<file path="src/rtl/sorted_unique_set_insert_core_macros.svh">
// Assertion macros for the sorted unique set insert core.
// Used by the top level only; expects clk_i and rst_ni in scope.
`ifndef SORTED_UNIQUE_SET_INSERT_CORE_MACROS_SVH
`define SORTED_UNIQUE_SET_INSERT_CORE_MACROS_SVH

// A condition that must hold at every clock edge outside reset.
`define SUS_ASSERT_ALWAYS(lbl, cond, msg) \
  lbl: assert property (@(posedge clk_i) disable iff (!rst_ni) (cond)) else $error(msg);

// A consequence that must hold in the cycle after the antecedent.
`define SUS_ASSERT_NEXT(lbl, ante, cons, msg) \
  lbl: assert property (@(posedge clk_i) disable iff (!rst_ni) (ante) |=> (cons)) \
    else $error(msg);

`endif

</file>
<file path="src/rtl/sus_pkg.sv">
// Shared types and constants for the sorted unique set insert core.
// No dependencies; used by sus_cell, sorted_unique_set_insert_core and the testbench.
package sus_pkg;

  // Field widths.
  localparam int unsigned KindW   = 2;
  localparam int unsigned ValueW  = 7;
  localparam int unsigned IndexW  = 4;
  localparam int unsigned StatusW = 3;
  localparam int unsigned CountW  = 5;

  // Default number of cells and the reset value of the range register.
  localparam int unsigned Capacity = 16;
  localparam logic [ValueW-1:0] MaxValueReset = 7'd80;

  // Request kinds.
  localparam logic [KindW-1:0] KindInsert = 2'd0;
  localparam logic [KindW-1:0] KindClear  = 2'd1;
  localparam logic [KindW-1:0] KindRead   = 2'd2;

  // Result status codes.
  localparam logic [StatusW-1:0] StDone  = 3'd0;
  localparam logic [StatusW-1:0] StDup   = 3'd1;
  localparam logic [StatusW-1:0] StRange = 3'd2;
  localparam logic [StatusW-1:0] StFull  = 3'd3;
  localparam logic [StatusW-1:0] StIndex = 3'd4;

  // Command broadcast to every cell.
  typedef struct packed {
    logic              insert;
    logic              clear;
    logic [ValueW-1:0] value;
  } cmd_t;

  // What one cell hands to its right-hand neighbor.
  typedef struct packed {
    logic [ValueW-1:0] value;
    logic              valid;
    logic              less;
  } link_t;

endpackage

</file>
<file path="src/rtl/sorted_unique_set_insert_core.sv">
// Sorted unique set core: a row of compare-and-shift cells keeps values ascending.
// The result strobe done_o rises in the cycle after a request is accepted.
// Throughput: one request per cycle; every cell compares and shifts in that cycle.
// busy_o stays low, since the receiver cannot stall and every request is handled by a single register update.
// Reset empties the set and loads max_value with 80; stored values are not cleared.
`include "sorted_unique_set_insert_core_macros.svh"

module sorted_unique_set_insert_core #(
  parameter int unsigned Capacity = sus_pkg::Capacity
) (
  input  logic                        clk_i,
  input  logic                        rst_ni,
  input  logic                        start_i,
  output logic                        busy_o,
  input  logic [sus_pkg::KindW-1:0]   kind_i,
  input  logic [sus_pkg::ValueW-1:0]  value_i,
  input  logic [sus_pkg::IndexW-1:0]  index_i,
  input  logic                        cfg_we_i,
  input  logic [sus_pkg::ValueW-1:0]  cfg_wdata_i,
  output logic                        done_o,
  output logic [sus_pkg::StatusW-1:0] status_o,
  output logic [sus_pkg::CountW-1:0]  count_o,
  output logic [sus_pkg::ValueW-1:0]  entry_o
);

  localparam int unsigned CntW = $clog2(Capacity + 1);

  logic [sus_pkg::ValueW-1:0]  max_value_q;
  logic [CntW-1:0]             count_q, count_d;
  logic                        done_q;
  logic [sus_pkg::StatusW-1:0] status_q, status_d;
  logic [sus_pkg::ValueW-1:0]  entry_q, entry_d;

  sus_pkg::cmd_t               cmd;
  sus_pkg::link_t              links [Capacity+1];
  logic [Capacity-1:0]         match_vec;
  logic [Capacity-1:0]         hit_vec;
  logic [Capacity-1:0]         valid_vec;
  logic [sus_pkg::ValueW-1:0]  rd_vals [Capacity];
  logic [sus_pkg::ValueW-1:0]  rd_any;

  logic accept;
  logic in_range;
  logic dup;
  logic full;
  logic rd_hit;
  logic do_insert;

  assign busy_o = 1'b0;
  assign accept = start_i && !busy_o;

  // Insert decision: range test first, then duplicate, then room.
  assign in_range  = (value_i != '0) && (value_i <= max_value_q);
  assign dup       = |match_vec;
  assign full      = valid_vec[Capacity-1];
  assign rd_hit    = |hit_vec;
  assign do_insert = accept && (kind_i == sus_pkg::KindInsert) && in_range && !dup && !full;

  assign cmd = '{insert: do_insert,
                 clear:  accept && (kind_i == sus_pkg::KindClear),
                 value:  value_i};

  // The left edge of the row looks like a cell that is less than any value.
  assign links[0] = '{value: '0, valid: 1'b0, less: 1'b1};

  for (genvar i = 0; i < Capacity; i++) begin : g_cell
    sus_cell #(
      .Idx(i)
    ) u_cell (
      .clk_i      (clk_i),
      .rst_ni     (rst_ni),
      .cmd_i      (cmd),
      .index_i    (index_i),
      .link_i     (links[i]),
      .link_o     (links[i+1]),
      .match_o    (match_vec[i]),
      .rd_hit_o   (hit_vec[i]),
      .rd_value_o (rd_vals[i])
    );
    assign valid_vec[i] = links[i+1].valid;
  end

  // At most one cell drives a nonzero read value.
  always_comb begin
    rd_any = '0;
    for (int i = 0; i < Capacity; i++) begin
      rd_any = rd_any | rd_vals[i];
    end
  end

  // Result status and entry for the accepted request.
  always_comb begin
    status_d = sus_pkg::StDone;
    entry_d  = '0;
    case (kind_i)
      sus_pkg::KindInsert: begin
        if (!in_range) begin
          status_d = sus_pkg::StRange;
        end else if (dup) begin
          status_d = sus_pkg::StDup;
        end else if (full) begin
          status_d = sus_pkg::StFull;
        end
      end
      sus_pkg::KindClear: begin
        status_d = sus_pkg::StDone;
      end
      sus_pkg::KindRead: begin
        if (rd_hit) begin
          entry_d = rd_any;
        end else begin
          status_d = sus_pkg::StIndex;
        end
      end
      default: begin
        status_d = sus_pkg::StDone;
      end
    endcase
  end

  // Stored count, kept in step with the cells' valid bits: cleared on clear, incremented on insert.
  always_comb begin
    count_d = count_q;
    if (cmd.clear) begin
      count_d = '0;
    end else if (do_insert) begin
      count_d = count_q + CntW'(1);
    end
  end

  always_ff @(posedge clk_i or negedge rst_ni) begin
    if (!rst_ni) begin
      max_value_q <= sus_pkg::MaxValueReset;
      count_q     <= '0;
      done_q      <= 1'b0;
    end else begin
      if (cfg_we_i) begin
        max_value_q <= cfg_wdata_i;
      end
      count_q <= count_d;
      done_q  <= accept;
    end
  end

  // Result payload registers.
  always_ff @(posedge clk_i) begin
    if (accept) begin
      status_q <= status_d;
      entry_q  <= entry_d;
    end
  end

  assign done_o   = done_q;
  assign status_o = status_q;
  assign entry_o  = entry_q;
  assign count_o  = sus_pkg::CountW'(count_q);

  // Every accepted request produces its result strobe in the next cycle.
  `SUS_ASSERT_NEXT(a_strobe_follows, accept, done_o, "result strobe missing after request")
  // The number of set valid bits of the cells equals the stored count.
  `SUS_ASSERT_ALWAYS(a_count_matches, $countones(valid_vec) == 32'(count_q),
                     "cell valid bits disagree with stored count")
  // A clear reports an empty set.
  `SUS_ASSERT_NEXT(a_clear_empties, accept && kind_i == sus_pkg::KindClear,
                   done_o && count_o == '0, "clear did not empty the set")

endmodule

</file>
<file path="src/rtl/sus_cell.sv">
// One compare-and-shift cell of the sorted set row.
// Depends on sus_pkg for the command and link types.
module sus_cell #(
  parameter int unsigned Idx = 0
) (
  input  logic                       clk_i,
  input  logic                       rst_ni,
  input  sus_pkg::cmd_t              cmd_i,
  input  logic [sus_pkg::IndexW-1:0] index_i,
  input  sus_pkg::link_t             link_i,
  output sus_pkg::link_t             link_o,
  output logic                       match_o,
  output logic                       rd_hit_o,
  output logic [sus_pkg::ValueW-1:0] rd_value_o
);

  logic [sus_pkg::ValueW-1:0] value_q, value_d;
  logic                       valid_q, valid_d;
  logic                       less;
  logic                       sel;

  // Compare the stored value against the broadcast value.
  assign less    = valid_q && (value_q < cmd_i.value);
  assign match_o = valid_q && (value_q == cmd_i.value);

  // On insert, the cell at the insert point takes the new value and the cells after it take the value from the left.
  always_comb begin
    value_d = value_q;
    valid_d = valid_q;
    if (cmd_i.clear) begin
      valid_d = 1'b0;
    end else if (cmd_i.insert && !less) begin
      if (link_i.less) begin
        value_d = cmd_i.value;
        valid_d = 1'b1;
      end else begin
        value_d = link_i.value;
        valid_d = link_i.valid;
      end
    end
  end

  always_ff @(posedge clk_i or negedge rst_ni) begin
    if (!rst_ni) begin
      valid_q <= 1'b0;
    end else begin
      valid_q <= valid_d;
    end
  end

  always_ff @(posedge clk_i) begin
    value_q <= value_d;
  end

  // Read port: this cell answers when the request index names its position.
  assign sel        = (32'(index_i) == 32'(Idx));
  assign rd_hit_o   = valid_q && sel;
  assign rd_value_o = rd_hit_o ? value_q : '0;

  assign link_o = '{value: value_q, valid: valid_q, less: less};

endmodule

</file>
<file path="config.mk">
export PLATFORM = sky130hd
export DESIGN_NAME = sorted_unique_set_insert_core
export DESIGN_NICKNAME = d
export VERILOG_FILES = /design/src/rtl/sus_pkg.sv /design/src/rtl/sorted_unique_set_insert_core.sv /design/src/rtl/sus_cell.sv
export VERILOG_INCLUDE_DIRS = /design/src /design/src/rtl
export SDC_FILE = /design/constraint.sdc
export NUM_CORES = 1
export LEC_CHECK = 0
export ABC_AREA = 1
export BUFFER_PORTS_ARGS = -buffer_cell sky130_fd_sc_hd__buf_2
export CAP_MARGIN = 30
export CORE_MARGIN = 3
export CORE_UTILIZATION = 60
export DETAILED_ROUTE_END_ITERATION = 16
export PLACE_DENSITY = 0.78
export RECOVER_POWER = 50
export SYNTH_ARGS = -nofsm -noshare
export SYNTH_HDL_FRONTEND = slang
export SYNTH_HIERARCHICAL = 1
export SYNTH_SLANG_ARGS = --single-unit
</file>
<file path="constraint.sdc">
create_clock -name clk_i -period 6 [get_ports clk_i]
set_input_delay 0 -clock clk_i [delete_from_list [all_inputs] [get_ports clk_i]]
set_output_delay 0 -clock clk_i [all_outputs]
set_load 0.01 [all_outputs]
</file>
==> impl_metrics.csv <==
group,metric,value,unit
status,outcome,"complete, but fails checks",
status,failed_checks,"capacitance limit, slew limit",
synth,syn-cell-area,11600,sq um
grt,grt_use_met1,43.2,%
clock_network,numCtsBuffers,17,
critical_path,rr_startpoint,"g_cell[5].u_cell/value_q[2]$_DFFE_PP_",
synth,netlist_instances,1580,
synth,syn_avg_cell_area,7.36,sq um
layout,fill_cells,1652,
floorplan,core,18900,sq um
grt,antenna_found_initial,0,
layout,area_growth,9.20,%
timing,drv_slew,62,
clock_network,cts_setup_buffers,0,
layout,layout.cells.non_filler,1901,
layout,multi_input_area,5630,sq um
clock_network,clk_pin_slew_worst_paths,0.07,ns
clock_network,tritoncts,"done",
drt,finalWirelength,32100,um
clock_network,cts-hold-fix-buffers,24,
placement,gp_congestion,0.966,
layout,layout.cells.most_common,"nand2_1",
clock_network,cts_max_level,4,
drt,wl_per_cell,16.9,um
grt,grtUsageMet2,46.6,%
power,leakage,6.58,nW
floorplan,row_count,50,
placement,dp_hpwl,23300,um
grt,grt_max_degree,35,
power,seq_power_share,45.1,%
power,p_sw,778,uW
floorplan,die-area,21100,sq um
floorplan,initial_core_util,61.5,%
layout,antennaDiodeCount,0,
drt,drt_iter0_drc,1068,
critical_path,cp-start-kind,"input pin",
drt,drc,0,
power,p_int,1.97,mW
timing,final.setup_skew,0.00874,ns
grt,grt_pass1_wl,51000,um
run,cap_viol_max_count,2,
critical_path,cp-end-kind,"flip-flop",
hold_path,hold_start,"kind_i[0]",
placement,dpl.cell_count,1843,
timing,rsz0062_at_grt,"no",
drt,dr.pass1.iters,6,
timing,setup_viol,0,
critical_path,crit_type,"in2reg",
layout,drive_above_1_share,8.10,%
clock_network,clk_latency,0.43,ns
grt,grt_pass1_vias,9814,
critical_path,cp_max_fo,34,
drt,viasPerCell,5.47,
hold_path,min_path_type,"in2reg",
grt,overflow,0,
power,pwr-share-clk,39.3,%
layout,regArea,4390,sq um
grt,grt_use_total,30.6,%
power,sw_frac_of_total,28.3,%
critical_path,ff2ff_path_depth,11,
grt,grt.met3_usage,6.00,%
timing,post-route-period-util,71.4,%
power,power_frac_comb,15.7,%
layout,nNetsFinal,1772,
floorplan,io_pins,41,
critical_path,r2r-end,"g_cell[15].u_cell/value_q[1]$_DFFE_PP_",
clock_network,cts_buffer_depth,2,
power,power.density,217,nW/um^2
placement,port_buffers,39,
floorplan,die_y,145,um
timing,hold_viol_final,0,
synth,yosys_warnings,6,
hold_path,whs_path_depth,4,
drt,vias,10400,
timing,final.setup.tns,0,ns
clock_network,cts-root-buf,"clkbuf_16",
critical_path,crit_arrival,4.35,ns
clock_network,cts_resized,0,
hold_path,min_to,"status_o[0]$_DFFE_PP_",
timing,timing.fmax,0.233,GHz
timing,tightest_slew,2.30,ns
layout,mostFrequentLayoutCells,"nand2_1, inv_1, nor2_1",
drt,postRouteAntennaNets,0,
floorplan,die_x,145,um
timing,max_slew_margin,-53.2,%
critical_path,cp.required,6.06,ns
power,ir_drop,194,uV
timing,period_minus_slack,4.29,ns
clock_network,cts.sinks,151,
critical_path,r2r_slack,2.59,ns
grt,grt_busiest_layer,"met2",
-- how the worst max path moves through the flow --
stage | slack (ns) | endpoint | startpoint
floorplan | 2.49 | g_cell[0].u_cell/value_q[0]$_DFFE_PP_ | kind_i[1]
global placement | 2.51 | g_cell[15].u_cell/value_q[1]$_DFFE_PP_ | value_i[0]
detailed placement | 2.42 | g_cell[5].u_cell/value_q[4]$_DFFE_PP_ | value_i[0]
CTS | 2.67 | g_cell[15].u_cell/value_q[2]$_DFFE_PP_ | g_cell[13].u_cell/value_q[6]$_DFFE_PP_
global route | 1.49 | g_cell[11].u_cell/value_q[2]$_DFFE_PP_ | value_i[0]
finish | 1.71 | g_cell[15].u_cell/value_q[1]$_DFFE_PP_ | value_i[0]
-- area by class of cell --
type / instances / share of cell area, %
clock inverters: 12 / 0.995
repair buffers: 68 / 3.47
clock buffers: 20 / 3.60
well taps: 260 / 2.56
multi-input cells: 1036 / 44.3
inverters: 354 / 10.5
flip-flops and latches: 151 / 34.6
-- metrics by stage --
step	setup slack, ns	util, %	total power, mW	hold WS, ns	cell area [sq um]
floorplan	2.49	-	1.54	-0.296	11700
global placement	2.51	63.0	1.65	0.190	11900
detailed placement	2.42	63.0	1.66	0.185	11900
CTS	2.67	67.3	2.75	0.00425	12700
global route	1.49	67.2	2.87	0.0365	12700
finish	1.71	67.2	2.75	0.0189	12700
-- state kept, by name, summed over array words and instances (netlist names) --
| signal | count |
|---|---|
| status_o | 3 |
| entry_o | 7 |
| count_o | 5 |
| done_o | 1 |
| g_cell.u_cell/valid_q | 16 |
| g_cell.u_cell/value_q | 112 |
| max_value_q | 7 |
-- worst max-delay path, cell delays in order --
cell and delay [ns]:
clkbuf_1 1.60, ha_1 0.48, nand4_1 0.10, nor3_1 0.05, nor2_1 0.13, nand2_1 0.11
nor2_1 0.26, nand4_1 0.20, nor2_4 0.36, buf_4 0.46, nand2_2 0.10, nor2_1 0.46
-- power by group through the flow --
stage	clock network (mW)	logic, mW	registers (mW)
3_5_place_dp	0	0.406	1.26
4_1_cts	1.09	0.424	1.24
5_1_grt	1.14	0.489	1.24
3_3_place_gp	0	0.389	1.26
2_1_floorplan	0	0.297	1.24
6_report	1.08	0.431	1.24
-- per-layer routing --
layer / part of all wire, % / vias to the layer above
met4: 3.5 / 0
li1: - / 5077
met5: 0 / -
met2: 44 / 564
met1: 43 / 4659
met3: 10 / 90
No activity file was read; power rests on OpenSTA's default activity.
